File: src/rtl/cpts_pkg.sv
// Shared types and constants of the counter-priority task scheduler.
// Holds the command, run-state, error and sequencer codes and the table entry layout.
// No dependencies.
package cpts_pkg;

  localparam int MAX_TASKS_DEF = 16;
  localparam int ID_W          = 8;
  localparam int PRIO_W        = 8;
  localparam int CNT_W         = 8;

  typedef enum logic [1:0] {
    CMD_TICK = 2'd0,
    CMD_ADD  = 2'd1,
    CMD_SET  = 2'd2,
    CMD_NOP  = 2'd3
  } cmd_t;

  typedef enum logic [1:0] {
    RS_RUNNING = 2'd0,
    RS_WAITING = 2'd1,
    RS_BLOCKED = 2'd2,
    RS_ZOMBIE  = 2'd3
  } run_state_t;

  typedef enum logic [1:0] {
    ERR_OK      = 2'd0,
    ERR_FULL    = 2'd1,
    ERR_UNKNOWN = 2'd2
  } err_t;

  typedef struct packed {
    logic [ID_W-1:0]          id;
    logic signed [PRIO_W-1:0] prio;
    logic [CNT_W-1:0]         cnt;
    run_state_t               rs;
  } slot_t;

  typedef enum logic [3:0] {
    ST_IDLE,
    ST_ADD,
    ST_FIND_RD,
    ST_FIND_EV,
    ST_ZAP_RD,
    ST_ZAP_EV,
    ST_MOVE,
    ST_RCMP_RD,
    ST_RCMP_EV,
    ST_WIN_RD,
    ST_WIN_EV,
    ST_PREV_RD,
    ST_PREV_EV,
    ST_FIN
  } state_t;

  function automatic logic eligible(run_state_t rs);
    return (rs == RS_RUNNING) || (rs == RS_WAITING);
  endfunction

endpackage

File: src/rtl/cpts_ram.sv
// Generic single-port-write, single-port-read RAM with a registered read.
// Used for the scheduler's task table. No dependencies.
module cpts_ram #(
  parameter int WIDTH = 8,
  parameter int DEPTH = 16
) (
  input  logic                     clk,
  input  logic                     wr_en,
  input  logic [$clog2(DEPTH)-1:0] wr_addr,
  input  logic [WIDTH-1:0]         wr_data,
  input  logic                     rd_en,
  input  logic [$clog2(DEPTH)-1:0] rd_addr,
  output logic [WIDTH-1:0]         rd_data
);

  logic [WIDTH-1:0] mem_r [DEPTH];
  logic [WIDTH-1:0] rd_data_r;

  always_ff @(posedge clk) begin
    if (wr_en) begin
      mem_r[wr_addr] <= wr_data;
    end
    if (rd_en) begin
      rd_data_r <= mem_r[rd_addr];
    end
  end

  assign rd_data = rd_data_r;

endmodule

File: src/rtl/counter_priority_task_scheduler_top.sv
// Top level of the counter-priority task scheduler: sequencer, task table and result register.
// Depends on cpts_pkg and cpts_ram.
//
// The block takes one command at a time and returns one result for it. The task table
// sits in a single RAM with one read and one write per cycle, and a small sequencer walks
// it entry by entry (read, then evaluate and write back). An add writes a single entry,
// and a set-state reads entries until it reaches the match. A tick whose current task
// keeps time left ends after one lookup; a tick that reschedules walks the table up to
// four times (lookup, zombie removal, counter recompute, second lookup). A finished
// result waits in the output register, and the next command is taken while it waits.
module counter_priority_task_scheduler_top #(
  parameter int MAX_TASKS = cpts_pkg::MAX_TASKS_DEF
) (
  input  logic                              clk,
  input  logic                              rst_n,
  input  logic                              in_valid,
  output logic                              in_ready,
  input  logic [1:0]                        in_cmd,
  input  logic [cpts_pkg::ID_W-1:0]         in_task_id,
  input  logic signed [cpts_pkg::PRIO_W-1:0] in_task_priority,
  input  logic [cpts_pkg::CNT_W-1:0]        in_initial_counter,
  input  logic [1:0]                        in_new_state,
  input  logic                              in_preempt_held,
  output logic                              out_valid,
  input  logic                              out_ready,
  output logic [cpts_pkg::ID_W-1:0]         out_next_task_id,
  output logic                              out_next_valid,
  output logic                              out_switched,
  output logic [1:0]                        out_error_code
);

  localparam int IW = $clog2(MAX_TASKS);
  localparam int CW = $clog2(MAX_TASKS + 1);
  localparam int SW = $bits(cpts_pkg::slot_t);

  cpts_pkg::state_t                state_r, state_nxt;
  cpts_pkg::cmd_t                  cmd_r, cmd_nxt;
  logic [cpts_pkg::ID_W-1:0]       id_r, id_nxt;
  logic signed [cpts_pkg::PRIO_W-1:0] prio_r, prio_nxt;
  logic [cpts_pkg::CNT_W-1:0]      cinit_r, cinit_nxt;
  cpts_pkg::run_state_t            nst_r, nst_nxt;
  logic                            held_r, held_nxt;
  logic [CW-1:0]                   count_r, count_nxt;
  logic [cpts_pkg::ID_W-1:0]       cur_task_r, cur_task_nxt;
  logic                            cur_valid_r, cur_valid_nxt;
  logic [CW-1:0]                   idx_r, idx_nxt;
  logic                            second_r, second_nxt;
  logic                            cur_found_r, cur_found_nxt;
  logic [IW-1:0]                   cur_idx_r, cur_idx_nxt;
  logic [cpts_pkg::CNT_W-1:0]      best_r, best_nxt;
  logic                            win_found_r, win_found_nxt;
  logic [IW-1:0]                   win_idx_r, win_idx_nxt;
  logic [cpts_pkg::ID_W-1:0]       win_id_r, win_id_nxt;
  logic                            sw_r, sw_nxt;
  cpts_pkg::err_t                  err_r, err_nxt;
  logic                            out_valid_r, out_valid_nxt;
  logic [cpts_pkg::ID_W-1:0]       out_id_r, out_id_nxt;
  logic                            out_nv_r, out_nv_nxt;
  logic                            out_sw_r, out_sw_nxt;
  cpts_pkg::err_t                  out_err_r, out_err_nxt;

  logic                            ram_wr_en;
  logic [IW-1:0]                   ram_wr_addr;
  cpts_pkg::slot_t                 ram_wr_data;
  logic                            ram_rd_en;
  logic [IW-1:0]                   ram_rd_addr;
  logic [SW-1:0]                   ram_rd_data;

  cpts_pkg::slot_t                 rd_slot;
  logic                            idx_end;
  logic [IW-1:0]                   idx_a;
  logic [CW-1:0]                   idx_inc;
  logic [CW-1:0]                   count_m1;
  logic [cpts_pkg::ID_W-1:0]       find_tgt;
  logic                            id_hit;
  logic [cpts_pkg::CNT_W-1:0]      dec_cnt;
  logic                            zap_better;
  logic signed [cpts_pkg::CNT_W:0] rc_sum;
  logic [cpts_pkg::CNT_W-1:0]      rc_cnt;
  logic                            rc_better;
  logic                            fin_load;
  logic                            sel_done;

  cpts_ram #(
    .WIDTH(SW),
    .DEPTH(MAX_TASKS)
  ) u_table (
    .clk     (clk),
    .wr_en   (ram_wr_en),
    .wr_addr (ram_wr_addr),
    .wr_data (ram_wr_data),
    .rd_en   (ram_rd_en),
    .rd_addr (ram_rd_addr),
    .rd_data (ram_rd_data)
  );

  assign rd_slot   = cpts_pkg::slot_t'(ram_rd_data);
  assign idx_end   = (idx_r >= count_r);
  assign idx_a     = idx_r[IW-1:0];
  assign idx_inc   = idx_r + 1'b1;
  assign count_m1  = count_r - 1'b1;
  assign find_tgt  = (cmd_r == cpts_pkg::CMD_SET) ? id_r : cur_task_r;
  assign id_hit    = (rd_slot.id == find_tgt);
  assign dec_cnt   = (rd_slot.cnt == '0) ? '0 : rd_slot.cnt - 1'b1;
  assign zap_better = cpts_pkg::eligible(rd_slot.rs) && (!win_found_r || rd_slot.cnt > best_r);
  assign rc_sum    = $signed({2'b00, rd_slot.cnt[cpts_pkg::CNT_W-1:1]})
                   + $signed({rd_slot.prio[cpts_pkg::PRIO_W-1], rd_slot.prio});
  assign rc_cnt    = rc_sum[cpts_pkg::CNT_W] ? '0 : rc_sum[cpts_pkg::CNT_W-1:0];
  assign rc_better = cpts_pkg::eligible(rd_slot.rs) && (!win_found_r || rc_cnt > best_r);
  assign fin_load  = (state_r == cpts_pkg::ST_FIN) && (!out_valid_r || out_ready);
  assign sel_done  = win_found_r && (best_r != '0);

  // Next state.
  always_comb begin
    state_nxt = state_r;
    case (state_r)
      cpts_pkg::ST_IDLE: begin
        if (in_valid) begin
          case (cpts_pkg::cmd_t'(in_cmd))
            cpts_pkg::CMD_TICK: begin
              if (cur_valid_r) state_nxt = cpts_pkg::ST_FIND_RD;
              else if (in_preempt_held) state_nxt = cpts_pkg::ST_FIN;
              else state_nxt = cpts_pkg::ST_ZAP_RD;
            end
            cpts_pkg::CMD_ADD: state_nxt = cpts_pkg::ST_ADD;
            cpts_pkg::CMD_SET: state_nxt = cpts_pkg::ST_FIND_RD;
            default:           state_nxt = cpts_pkg::ST_FIN;
          endcase
        end
      end
      cpts_pkg::ST_ADD: state_nxt = cpts_pkg::ST_FIN;
      cpts_pkg::ST_FIND_RD: begin
        if (!idx_end) state_nxt = cpts_pkg::ST_FIND_EV;
        else if (cmd_r == cpts_pkg::CMD_SET) state_nxt = cpts_pkg::ST_FIN;
        else if (second_r) state_nxt = cpts_pkg::ST_WIN_RD;
        else if (held_r) state_nxt = cpts_pkg::ST_FIN;
        else state_nxt = cpts_pkg::ST_ZAP_RD;
      end
      cpts_pkg::ST_FIND_EV: begin
        if (!id_hit) state_nxt = cpts_pkg::ST_FIND_RD;
        else if (cmd_r == cpts_pkg::CMD_SET) state_nxt = cpts_pkg::ST_FIN;
        else if (second_r) begin
          state_nxt = (idx_a == win_idx_r) ? cpts_pkg::ST_FIN : cpts_pkg::ST_WIN_RD;
        end else begin
          state_nxt = (dec_cnt != '0 || held_r) ? cpts_pkg::ST_FIN : cpts_pkg::ST_ZAP_RD;
        end
      end
      cpts_pkg::ST_ZAP_RD: begin
        if (!idx_end) state_nxt = cpts_pkg::ST_ZAP_EV;
        else if (sel_done) begin
          state_nxt = cur_valid_r ? cpts_pkg::ST_FIND_RD : cpts_pkg::ST_WIN_RD;
        end else state_nxt = cpts_pkg::ST_RCMP_RD;
      end
      cpts_pkg::ST_ZAP_EV: begin
        if (rd_slot.rs == cpts_pkg::RS_ZOMBIE && idx_r < count_m1) state_nxt = cpts_pkg::ST_MOVE;
        else state_nxt = cpts_pkg::ST_ZAP_RD;
      end
      cpts_pkg::ST_MOVE: state_nxt = cpts_pkg::ST_ZAP_EV;
      cpts_pkg::ST_RCMP_RD: begin
        if (!idx_end) state_nxt = cpts_pkg::ST_RCMP_EV;
        else if (win_found_r) begin
          state_nxt = cur_valid_r ? cpts_pkg::ST_FIND_RD : cpts_pkg::ST_WIN_RD;
        end else state_nxt = cpts_pkg::ST_FIN;
      end
      cpts_pkg::ST_RCMP_EV: state_nxt = cpts_pkg::ST_RCMP_RD;
      cpts_pkg::ST_WIN_RD:  state_nxt = cpts_pkg::ST_WIN_EV;
      cpts_pkg::ST_WIN_EV:  state_nxt = cur_found_r ? cpts_pkg::ST_PREV_RD : cpts_pkg::ST_FIN;
      cpts_pkg::ST_PREV_RD: state_nxt = cpts_pkg::ST_PREV_EV;
      cpts_pkg::ST_PREV_EV: state_nxt = cpts_pkg::ST_FIN;
      cpts_pkg::ST_FIN: begin
        if (!out_valid_r || out_ready) state_nxt = cpts_pkg::ST_IDLE;
      end
      default: state_nxt = cpts_pkg::ST_IDLE;
    endcase
  end

  // Table access and datapath updates.
  always_comb begin
    cmd_nxt       = cmd_r;
    id_nxt        = id_r;
    prio_nxt      = prio_r;
    cinit_nxt     = cinit_r;
    nst_nxt       = nst_r;
    held_nxt      = held_r;
    count_nxt     = count_r;
    cur_task_nxt  = cur_task_r;
    cur_valid_nxt = cur_valid_r;
    idx_nxt       = idx_r;
    second_nxt    = second_r;
    cur_found_nxt = cur_found_r;
    cur_idx_nxt   = cur_idx_r;
    best_nxt      = best_r;
    win_found_nxt = win_found_r;
    win_idx_nxt   = win_idx_r;
    win_id_nxt    = win_id_r;
    sw_nxt        = sw_r;
    err_nxt       = err_r;
    out_id_nxt    = out_id_r;
    out_nv_nxt    = out_nv_r;
    out_sw_nxt    = out_sw_r;
    out_err_nxt   = out_err_r;
    out_valid_nxt = out_valid_r && !out_ready;
    ram_wr_en     = 1'b0;
    ram_wr_addr   = idx_a;
    ram_wr_data   = rd_slot;
    ram_rd_en     = 1'b0;
    ram_rd_addr   = idx_a;
    case (state_r)
      cpts_pkg::ST_IDLE: begin
        if (in_valid) begin
          cmd_nxt       = cpts_pkg::cmd_t'(in_cmd);
          id_nxt        = in_task_id;
          prio_nxt      = in_task_priority;
          cinit_nxt     = in_initial_counter;
          nst_nxt       = cpts_pkg::run_state_t'(in_new_state);
          held_nxt      = in_preempt_held;
          idx_nxt       = '0;
          second_nxt    = 1'b0;
          cur_found_nxt = 1'b0;
          win_found_nxt = 1'b0;
          best_nxt      = '0;
          sw_nxt        = 1'b0;
          err_nxt       = cpts_pkg::ERR_OK;
        end
      end
      cpts_pkg::ST_ADD: begin
        if (count_r == CW'(MAX_TASKS)) begin
          err_nxt = cpts_pkg::ERR_FULL;
        end else begin
          ram_wr_en        = 1'b1;
          ram_wr_addr      = count_r[IW-1:0];
          ram_wr_data.id   = id_r;
          ram_wr_data.prio = prio_r;
          ram_wr_data.cnt  = cinit_r;
          ram_wr_data.rs   = cpts_pkg::RS_WAITING;
          count_nxt        = count_r + 1'b1;
        end
      end
      cpts_pkg::ST_FIND_RD: begin
        if (!idx_end) begin
          ram_rd_en = 1'b1;
        end else begin
          idx_nxt = '0;
          if (cmd_r == cpts_pkg::CMD_SET) err_nxt = cpts_pkg::ERR_UNKNOWN;
        end
      end
      cpts_pkg::ST_FIND_EV: begin
        if (id_hit) begin
          idx_nxt = '0;
          if (cmd_r == cpts_pkg::CMD_SET) begin
            ram_wr_en      = 1'b1;
            ram_wr_data.rs = nst_r;
          end else if (second_r) begin
            cur_found_nxt = 1'b1;
            cur_idx_nxt   = idx_a;
          end else begin
            ram_wr_en       = 1'b1;
            ram_wr_data.cnt = dec_cnt;
          end
        end else begin
          idx_nxt = idx_inc;
        end
      end
      cpts_pkg::ST_ZAP_RD: begin
        if (!idx_end) begin
          ram_rd_en = 1'b1;
        end else begin
          idx_nxt = '0;
          if (sel_done) second_nxt = 1'b1;
          else win_found_nxt = 1'b0;
        end
      end
      cpts_pkg::ST_ZAP_EV: begin
        if (rd_slot.rs == cpts_pkg::RS_ZOMBIE) begin
          count_nxt = count_m1;
          if (idx_r < count_m1) begin
            ram_rd_en   = 1'b1;
            ram_rd_addr = count_m1[IW-1:0];
          end
        end else begin
          if (zap_better) begin
            best_nxt      = rd_slot.cnt;
            win_idx_nxt   = idx_a;
            win_id_nxt    = rd_slot.id;
            win_found_nxt = 1'b1;
          end
          idx_nxt = idx_inc;
        end
      end
      cpts_pkg::ST_MOVE: begin
        ram_wr_en = 1'b1;
      end
      cpts_pkg::ST_RCMP_RD: begin
        if (!idx_end) begin
          ram_rd_en = 1'b1;
        end else begin
          idx_nxt    = '0;
          second_nxt = 1'b1;
        end
      end
      cpts_pkg::ST_RCMP_EV: begin
        ram_wr_en       = 1'b1;
        ram_wr_data.cnt = rc_cnt;
        if (rc_better) begin
          best_nxt      = rc_cnt;
          win_idx_nxt   = idx_a;
          win_id_nxt    = rd_slot.id;
          win_found_nxt = 1'b1;
        end
        idx_nxt = idx_inc;
      end
      cpts_pkg::ST_WIN_RD: begin
        ram_rd_en   = 1'b1;
        ram_rd_addr = win_idx_r;
      end
      cpts_pkg::ST_WIN_EV: begin
        ram_wr_en      = 1'b1;
        ram_wr_addr    = win_idx_r;
        ram_wr_data.rs = cpts_pkg::RS_RUNNING;
        cur_task_nxt   = win_id_r;
        cur_valid_nxt  = 1'b1;
        sw_nxt         = 1'b1;
      end
      cpts_pkg::ST_PREV_RD: begin
        ram_rd_en   = 1'b1;
        ram_rd_addr = cur_idx_r;
      end
      cpts_pkg::ST_PREV_EV: begin
        ram_wr_addr    = cur_idx_r;
        ram_wr_data.rs = cpts_pkg::RS_WAITING;
        ram_wr_en      = (rd_slot.rs != cpts_pkg::RS_ZOMBIE);
      end
      cpts_pkg::ST_FIN: begin
        if (fin_load) begin
          out_valid_nxt = 1'b1;
          out_id_nxt    = cur_valid_r ? cur_task_r : '0;
          out_nv_nxt    = cur_valid_r;
          out_sw_nxt    = sw_r;
          out_err_nxt   = err_r;
        end
      end
      default: begin
        out_valid_nxt = out_valid_r && !out_ready;
      end
    endcase
  end

  always_ff @(posedge clk) begin
    if (!rst_n) begin
      state_r     <= cpts_pkg::ST_IDLE;
      count_r     <= '0;
      cur_task_r  <= '0;
      cur_valid_r <= 1'b0;
      out_valid_r <= 1'b0;
    end else begin
      state_r     <= state_nxt;
      count_r     <= count_nxt;
      cur_task_r  <= cur_task_nxt;
      cur_valid_r <= cur_valid_nxt;
      out_valid_r <= out_valid_nxt;
    end
  end

  always_ff @(posedge clk) begin
    cmd_r       <= cmd_nxt;
    id_r        <= id_nxt;
    prio_r      <= prio_nxt;
    cinit_r     <= cinit_nxt;
    nst_r       <= nst_nxt;
    held_r      <= held_nxt;
    idx_r       <= idx_nxt;
    second_r    <= second_nxt;
    cur_found_r <= cur_found_nxt;
    cur_idx_r   <= cur_idx_nxt;
    best_r      <= best_nxt;
    win_found_r <= win_found_nxt;
    win_idx_r   <= win_idx_nxt;
    win_id_r    <= win_id_nxt;
    sw_r        <= sw_nxt;
    err_r       <= err_nxt;
    out_id_r    <= out_id_nxt;
    out_nv_r    <= out_nv_nxt;
    out_sw_r    <= out_sw_nxt;
    out_err_r   <= out_err_nxt;
  end

  assign in_ready         = (state_r == cpts_pkg::ST_IDLE);
  assign out_valid        = out_valid_r;
  assign out_next_task_id = out_id_r;
  assign out_next_valid   = out_nv_r;
  assign out_switched     = out_sw_r;
  assign out_error_code   = out_err_r;

  a_count_bound: assert property (@(posedge clk) disable iff (!rst_n)
    count_r <= CW'(MAX_TASKS))
    else $error("task count exceeds the table size");

  a_count_step: assert property (@(posedge clk) disable iff (!rst_n)
    ##1 (count_r == $past(count_r) || count_r == $past(count_r) + 1'b1 ||
         count_r == $past(count_r) - 1'b1))
    else $error("task count changed by more than one in a cycle");

  a_switch_valid: assert property (@(posedge clk) disable iff (!rst_n)
    (out_valid_r && out_sw_r) |-> (out_nv_r && out_err_r == cpts_pkg::ERR_OK))
    else $error("switch reported without a current task or with an error");

  a_idle_id: assert property (@(posedge clk) disable iff (!rst_n)
    (out_valid_r && !out_nv_r) |-> (out_id_r == '0))
    else $error("task id reported while no current task exists");

endmodule

File: config.mk
export PLATFORM = sky130hd
export DESIGN_NAME = counter_priority_task_scheduler_top
export DESIGN_NICKNAME = d
export VERILOG_FILES = /design/src/rtl/cpts_pkg.sv /design/src/rtl/cpts_ram.sv /design/src/rtl/counter_priority_task_scheduler_top.sv
export SDC_FILE = /design/constraint.sdc
export NUM_CORES = 1
export LEC_CHECK = 0
export BUFFER_PORTS_ARGS = -buffer_cell sky130_fd_sc_hd__buf_2
export CAP_MARGIN = 20
export CELL_PAD_IN_SITES_DETAIL_PLACEMENT = 1
export CELL_PAD_IN_SITES_GLOBAL_PLACEMENT = 2
export CORE_MARGIN = 8
export CORE_UTILIZATION = 48
export DETAILED_ROUTE_END_ITERATION = 8
export PLACE_DENSITY_LB_ADDON = 0.3
export REMOVE_ABC_BUFFERS = 1
export SYNTH_ARGS = -nofsm -noshare
export SYNTH_HDL_FRONTEND = slang
export SYNTH_SLANG_ARGS = --single-unit
File: constraint.sdc
create_clock -name clk -period 8.6 [get_ports clk]
set_input_delay 1.72 -clock clk [delete_from_list [all_inputs] [get_ports clk]]
set_output_delay 1.72 -clock clk [all_outputs]
set_load 0.05 [all_outputs]
* Word-level counts from Yosys, hierarchy flattened
Memories as Yosys holds them, arrays and structs flattened. A register that Yosys moved wholly into a read port is not among the register bits.
Index checks and enable logic that the tools add are counted.
** Word-level totals
- Register bits :: 95
- Memory bits (writable) :: 416
- Input bits :: 33
- Output and inout bits :: 14
- Memories :: 1
** Memory list
- u_table.mem_r :: words 16, width 26, read ports 1, clocked after Yosys merged registers in 1, write ports 1, RTL line cpts_ram.sv:16 : logic [WIDTH-1:0] mem_r [DEPTH];
** Cells by class
- Add/sub/neg operators :: 5
- Order comparisons :: 4
- Equality and inequality tests :: 40
- Muxes and demuxes :: 93
- Bitwise operators :: 1
- Reductions and logical operators :: 46
** Operators with widths (count)
- 8-bit 2-to-1 mux :: 12
- 4-bit 2-to-1 mux :: 23
- 4-bit one-hot mux with 13 select lines :: 1
- 8-bit one-hot mux with 3 select lines :: 2
- 4-bit one-hot mux with 3 select lines :: 3
- 2-bit != test, second input constant :: 17
- 5-bit 2-to-1 mux :: 6
- 26-bit 2-to-1 mux :: 1
- 5-bit one-hot mux with 5 select lines :: 1
- 4-bit equality test, second input constant :: 6
- 1-bit 2-to-1 mux :: 23
- 5-bit AND reduction :: 4
- 4-bit by 3-bit equality test with 1-bit output, second input constant :: 4
- 8-bit > comparator :: 2
- 16-bit 2-to-1 mux :: 1
- 8-bit one-hot mux with 2 select lines :: 1
- 8-bit nonzero test :: 2
- 2-bit 2-to-1 mux :: 6
- 4-bit AND reduction :: 3
- 5-bit by 1-bit adder with 5-bit output, second input constant :: 2
- 10-bit 2-to-1 mux :: 1
- 5-bit one-hot mux with 2 select lines :: 1
- 8-bit by 8-bit adder with 9-bit output :: 1
- 3-bit nonzero test :: 3
- other kinds (34) :: 63

* Depth between registers and ports, before layout
Gate-level depths: netlist of the first run.
- Word-level depth :: 9
- Gate-level depth with buffers :: 16
- Depth with buffers taken out :: 16

* Hierarchy
From an unflattened synthesis of the first run, not the netlist that was laid out.
** Unflattened totals
- Cells, all modules :: 1364
- Area total of the unflattened synthesis :: 22994.6 um^2
** Modules (own cells, without submodules)
- cpts_ram :: instances 1, cells an instance 686, area an instance 16637.2 um^2
- counter_priority_task_scheduler_top :: instances 1, cells an instance 678, area an instance 6357.3 um^2

* Least setup slack after synthesis of the first run
OpenSTA, ideal clock, no wires.
- Path kind :: reg2out
- From :: register state_r[1]
- To :: output port in_ready
- Arrival :: 2190 ps
- Required time :: 6880 ps
- Path slack :: 4690 ps
- Cell stages (with the launch flop) :: 6
- Cells stage by stage :: dfxtp_1 -> buf_4 -> clkbuf_1 -> or2_2 -> clkbuf_1 -> nor3_1
** Between the ends
- Longest elaborated chain between the ends :: 1
** Ends and longest elaborated chain
- start: declaration :: RTL line counter_priority_task_scheduler_top.sv:36 : cpts_pkg::state_t state_r, state_nxt;
- start signal: assignment :: RTL line counter_priority_task_scheduler_top.sv:350 : state_r <= cpts_pkg::ST_IDLE;
- start signal: assignment :: RTL line counter_priority_task_scheduler_top.sv:356 : state_r <= state_nxt;
- 4-bit zero test :: RTL line counter_priority_task_scheduler_top.sv:387 : assign in_ready = (state_r == cpts_pkg::ST_IDLE);
- end: declaration :: RTL line counter_priority_task_scheduler_top.sv:17 : output logic in_ready,
No other way between the ends.

* Final worst setup path of the first run
- From :: register count_r[0]
- To :: register u_table.rd_data_r[14], in the netlist u_table.rd_data[14] (read register of u_table.mem_r) (data pin)
** Between the ends
- Longest elaborated chain between the ends :: 5
** Ends and longest elaborated chain
- start: declaration :: RTL line counter_priority_task_scheduler_top.sv:43 : logic [CW-1:0] count_r, count_nxt;
- start signal: assignment :: RTL line counter_priority_task_scheduler_top.sv:357 : count_r <= count_nxt;
- 5-bit by 1-bit subtractor with 5-bit output :: RTL line counter_priority_task_scheduler_top.sv:101 : assign count_m1 = count_r - 1'b1;
- 5-bit less-than comparator :: RTL line counter_priority_task_scheduler_top.sv:276 : if (idx_r < count_m1) begin
- 4-bit 2-to-1 mux or 1-bit 2-to-1 mux (tied branches) :: RTL line counter_priority_task_scheduler_top.sv:276
- 4-bit 2-to-1 mux or 1-bit 2-to-1 mux (tied branches) :: RTL line counter_priority_task_scheduler_top.sv:274 : if (rd_slot.rs == cpts_pkg::RS_ZOMBIE) begin
- 4-bit one-hot mux with 3 select lines or 1-bit one-hot mux with 3 select lines (tied branches) :: RTL line counter_priority_task_scheduler_top.sv:208 : case (state_r)
- end: declaration :: RTL line cpts_ram.sv:17 : logic [WIDTH-1:0] rd_data_r;
Several ways; a longest one is shown, not always the timed one.
A chain may end at the register's enable or synchronous reset.

==> results.yml, run 1 <==
clock_network:
  cts_sinks: 537
  cts_resized: 0
  postCtsSetupBuffers: 0
  clk_path_buf_depth: 3
  root_buffer: "clkbuf_16"
  clk-insertion-delay-late_ns: 0.63
  clkTransAtPathRegs_ns: 0.07
  htree_levels: 2
  cts_hold_buf: 0
  numCtsBuffers: 55
  cts_tree: "built"
synth:
  synthCells: 1851
  synth.most_common_cell: "edfxtp_1"
  synth_seq_cells: 537
  ys_types: 72
  netlist_top_cells_count: "edfxtp_1, nand2_1, a21oi_1, nor2_1, clkbuf_1"
  yosys-top-cells-area: "edfxtp_1, nand2_1, a21oi_1"
  yosysTopAreaCellShare_pct: 66.6
  synth_area_leader_cell: "edfxtp_1"
  synth_edf_count: 518
  synth-main-ff-cell: "edfxtp_1"
  async_flop_share_pct: 0
  synth_warnings: 0
  syn_avg_cell_area_um2: 12.6
  ys_seq_area_share_pct: 68.2
  syn_area_mm2: 0.0234
setup_path:
  cp.required_ns: 9.08
  start_kind: "flip-flop"
  crit_top_cell: "ha_1"
  cp_slowest_cell: "o31a_2"
  cp-end-kind: "flip-flop"
  critPathTopFamily: "compound AO/OA/AOI/OAI gates"
  crit_chain: "inv_1 > ha_1 > ha_1 > nor2b_1 > o2111ai_1 > and4b_1 > o31a_2 > buf_4 > nand2_1 > a21oi_1 > a2111oi_2 > nand3_1"
  worst-path-buf-inv: 2
  cp_max_fo: 72
  max_stage_delay_ns: 0.96
  arrival_ns: 5.34
  critical_path_class: "flip-flop to flip-flop"
hold_path:
  hp-class: "flip-flop to flip-flop"
global_routing:
  grt_max_degree: 158
  grt_use_total_pct: 24.6
  grt_pass1_wl_mm: 104
  grt_pass1_vias: 16300
  grt.overflow.total: 0
  antenna_found_initial: 0
route:
  routedWlPerCell_um: 27.3
  final_antenna_net_count: 0
  wl_mm: 70.3
  via_count: 15500
  drt-pass1-iter-count: 5
  via_per_inst: 6.03
  drc: 0
  drt_iter0_drc: 1477
placed_design:
  portBuffers: 46
  gp_congestion: 0.841
  dp_hpwl_mm: 42.1
  dp_slack_ns: 3.81
timing:
  finalMaxSlewViolations: 0
  skew_ns: 0.0183
  post-route-period-util_pct: 56.5
  tns_ns: 0
  fin_ws_ns: 3.74
  worst_pin_slew_ns: 1.14
  fmaxAchievable_mhz: 206
  setup_viol: 0
  relSlewSlack_pct: 23.9
  rsz0062_at_grt: "false"
  fin_crit_ns: 4.86
  whs_ns: 0.431
  hold_violations: 0
floorplan:
  std_cell_rows: 81
  start_util_pct: 48.2
  die_height_um: 237
  dieArea_mm2: 0.0560
  num_io_pins: 47
  dieWidth_um: 237
  placeableCoreArea_mm2: 0.0484
finish:
  diodes: 0
  fin_nets: 1978
  postLayoutCoreUtil_pct: 54.3
  drive_gt1_share_pct: 14.2
  syn2layout_area_growth_pct: 12.6
outcome:
  outcome: "complete, no violations"
power:
  p_per_area_mw_per_mm2: 396
  p_leak_nw: 9.11
  irDropWorstVdd_mv: 0.275
job:
  cap_violations: 0
==> per-stage QoR <==
stage               cells  instance area [um2]  power (mW)
finish               2571                26300        10.4
global route         2571                26300        10.9
CTS                  2564                26200        10.4
detailed placement   2463                24300        7.87
global placement     2463                24300        7.70
floorplan            1765                22900        6.42
==> worst paths after layout <==
| check | slack (ns) | depth (start not counted) | endpoint | start |
|---|---|---|---|---|
| worst max-delay path | 3.74 | 12 | u_table.rd_data[14] | count_r[0] |
| worst min-delay path | 0.43 | 0 | out_switched | sw_r |
| worst max register to register | 3.74 | 12 | u_table.rd_data[14] | count_r[0] |
| worst min register to register | 0.43 | 0 | out_switched | sw_r |
==> sequential cells by signal, indices dropped and copies added (netlist names), 8 cells and up <==
name	flops
win_id_r	8
u_table.rd_data	26
cur_task_r	8
cinit_r	8
out_next_task_id	8
u_table.mem_r	416
prio_r	8
best_r	8
id_r	8
==> routing by layer <==
metal / global-route usage (%) / share of wire, % / vias up
li1: - / - / 6873
met1: 32.7 / 43 / 8032
met2: 41.7 / 49 / 484
met3: 3.73 / 5.2 / 109
met4: 6.87 / 2.4 / 0
met5: 0 / 0 / -
==> cell families (layout without fill, tap and decap cells) <==
group | Yosys count | in the layout | share of synthesized area (%)
compound gates | 347 | 347 | 9.56
xor+xnor | 27 | 27 | 1.01
fa+ha+maj | 40 | 40 | 2.17
buf+inv | 120 | 218 | 2.35
flops | 537 | 537 | 68.2
mux | 67 | 67 | 3.36
simple gates | 713 | 713 | 13.3
==> final cells by class <==
type	instances	area [um2]
Inverter	34	128
Timing Repair Buffer	83	559
Clock buffer	61	1420
Sequential cell	537	15900
Multi-Input combinational cell	1194	7020
Tap cell	622	778
Fill cell	4839	22100
Clock inverter	40	467
==> report_power, final <==
| group | internal [mW] | switching (mW) | total (mW) |
|---|---|---|---|
| logic | 1.11 | 2.65 | 3.76 |
| registers | 3.82 | 0.315 | 4.13 |
| clock network | 1.46 | 1.05 | 2.51 |
| total | 6.39 | 4.01 | 10.4 |
==> placed cells by master, fill, tap and decap left out, drive strengths merged, types with 15 or more instances in the layout <==
cell type    n
nor2b       20
o21ai       31
nor2        78
clkinv      29
clkbuf      62
nor3        47
nand2      459
a21oi      191
and2        15
buf         82
edfxtp     518
xnor2       21
nand3       37
ha          39
inv         33
mux2        55
dfxtp       19
a2111oi     28
==> worst reg2reg max path, stage by stage (launching register included) <==
cell	delay, ns
dfxtp_1	0.47
inv_1	0.15
ha_1	0.36
ha_1	0.27
nor2b_1	0.13
o2111ai_1	0.21
and4b_1	0.55
o31a_2	0.96
buf_4	0.85
nand2_1	0.27
a21oi_1	0.30
a2111oi_2	0.09
nand3_1	0.12
Note: power is estimated with default switching activity, not from simulation.
==> inputs of run 2 (changes only) <==
--- a/config.mk
+++ b/config.mk
@@ -10,7 +10,7 @@
 export CELL_PAD_IN_SITES_DETAIL_PLACEMENT = 1
 export CELL_PAD_IN_SITES_GLOBAL_PLACEMENT = 2
 export CORE_MARGIN = 8
-export CORE_UTILIZATION = 48
+export CORE_UTILIZATION = 44
 export DETAILED_ROUTE_END_ITERATION = 8
 export PLACE_DENSITY_LB_ADDON = 0.3
 export REMOVE_ABC_BUFFERS = 1
==> constraint.sdc (replaced) <==
create_clock -name clk -period 4.7 [get_ports clk]
set_input_delay 0.94 -clock clk [delete_from_list [all_inputs] [get_ports clk]]
set_output_delay 0.94 -clock clk [all_outputs]
set_load 0.05 [all_outputs]
==> run 2 against run 1 <==
Against the previous run:
- clock-buffer cell count grew 11
- sequential power grew 80%
- hold slack lost 0.0050 ns
- sequential share of layout area shrank 1.1 points
- die area grew 8.5%
- fmax grew 13%
- setup slack lost 3.3 ns
- global-route usage shrank 1.4 points
- utilization shrank 3.3 points
- first-iteration DRC count grew 5.4%
- critical path type unchanged
- critical endpoint is now win_found_r
- largest cell class unchanged
==> results.yml, run 2 (same netlist as run 1, synthesis figures left out) <==
outcome:
  outcome: "complete, no violations"
finish:
  layout_commonest_cell: "edfxtp_1"
  fin_nets: 2029
  final_cells: 2689
  final_area_mm2: 0.0268
  largest_reg_flops: 416
  most-common-layout-cells: "edfxtp_1, nand2_1, a21oi_1, buf_4, nor2_1"
  diodes: 0
  postLayoutCoreUtil_pct: 51.0
  drive_gt1_share_pct: 16.1
  regMostFlops: "u_table.mem_r"
  syn2layout_area_growth_pct: 14.7
  fillers: 5393
route:
  wl_mm: 70.7
  via_count: 15700
  drc: 0
  drt-pass1-iter-count: 5
  via_per_inst: 5.83
  drt_iter0_drc: 1557
  final_antenna_net_count: 0
  routedWlPerCell_um: 26.3
clock_network:
  htree_levels: 2
  postCtsSetupBuffers: 0
  numCtsBuffers: 56
  cts_tree: "built"
  clk_path_buf_depth: 3
  cts_hold_buf: 0
  cts_sinks: 537
  cts_resized: 0
  clk-insertion-delay-late_ns: 0.64
  clkTransAtPathRegs_ns: 0.06
  root_buffer: "clkbuf_16"
global_routing:
  grt_pass1_wl_mm: 106
  grt_use_total_pct: 23.2
  grt.overflow.total: 0
  grt_pass1_vias: 16300
  grt_max_degree: 71
  antenna_found_initial: 1
timing:
  hold_violations: 0
  finalMaxSlewViolations: 0
  worst_pin_slew_ns: 1.10
  post-route-period-util_pct: 91.2
  whs_ns: 0.426
  tns_ns: 0
  fmaxAchievable_mhz: 233
  skew_ns: 0.0519
  setup_viol: 0
  fin_crit_ns: 4.29
  rsz0062_at_grt: "false"
  relSlewSlack_pct: 26.6
setup_path:
  crit_top_cell: "o21a_1"
  cp-startpoint: "u_table.rd_data[3]"
  cp_max_fo: 9
  crit-reg2reg-launch: "u_table.rd_data[3]"
  max_stage_delay_ns: 0.47
  arrival_ns: 4.65
  cp_slowest_cell: "edfxtp_1"
  crit_chain: "ha_1 > fa_1 > a21o_1 > a21oi_1 > o21ba_2 > o21ai_0 > and2_1 > ha_1 > nor2b_1 > o21a_1 > o21a_1 > o21ai_0 > a21oi_1 > o21a_1 > o22a_1 > o21bai_1"
  cp.required_ns: 5.06
  cp-end-kind: "flip-flop"
  critical_path_class: "flip-flop to flip-flop"
  start_kind: "flip-flop"
job:
  cap_violations: 0
placed_design:
  gp_congestion: 0.871
  dp_hpwl_mm: 45.2
  dp.cells: 2586
  placed_cell_area_mm2: 0.0250
  portBuffers: 46
floorplan:
  dieArea_mm2: 0.0607
  std_cell_rows: 84
  placeableCoreArea_mm2: 0.0526
  start_util_pct: 44.4
  dieWidth_um: 246
  num_io_pins: 47
  die_height_um: 246
hold_path:
  hp-class: "flip-flop to flip-flop"
  min_from: "sw_r"
power:
  p_per_area_mw_per_mm2: 716
  irDropWorstVdd_mv: 0.376
  p_leak_nw: 9.37
-- run 2: area by class of cell --
cell class / instances / area, um2 / share of cell area, %
clock buffers: 72 / 1500 / 5.60
clock inverters: 31 / 310 / 1.16
inverters: 34 / 128 / 0.476
multi-input cells: 1194 / 7020 / 26.2
flip-flops and latches: 537 / 15900 / 59.5
well taps: 688 / 861 / 3.21
repair buffers: 133 / 1050 / 3.90
-- run 2: worst max-delay path: cells and delay by family (launching register included) --
kind / cells / cell delay, ns
AOI/OAI and AO/OA: 11 / 2.16
adders and majority gates: 3 / 0.98
DFF: 1 / 0.47
and+or+nand+nor: 2 / 0.39
-- run 2: where the power goes --
group	switching, mW	total, mW	internal (mW)
Clock	1.87	4.40	2.53
Sequential	0.445	7.43	6.98
Combinational	5.14	7.37	2.23
-- run 2: final timing paths --
kind	endpoint	slack, ns	cells past startpoint
worst max-delay path	win_found_r	0.41	16
worst min-delay path	out_switched	0.43	0
worst max register to register	win_found_r	0.41	16
worst min register to register	out_switched	0.43	0
-- run 2: stage by stage --
stage | total power, mW | setup slack [ns]
2_1_floorplan | 11.7 | -5.73
3_5_place_dp | 14.8 | 0.476
3_3_place_gp | 14.6 | 0.542
6_report | 19.2 | 0.412
4_1_cts | 19.2 | 0.417
5_1_grt | 20.1 | 0.137
-- run 2: metal layers --
metal / GRT usage (%) / vias up / wire length [um]
met2: 37.9 / 507 / 33700
met1: 32.3 / 8054 / 31300
met5: 0 / - / 0
met4: 7.14 / 0 / 1930
li1: - / 6993 / -
met3: 2.75 / 115 / 3780
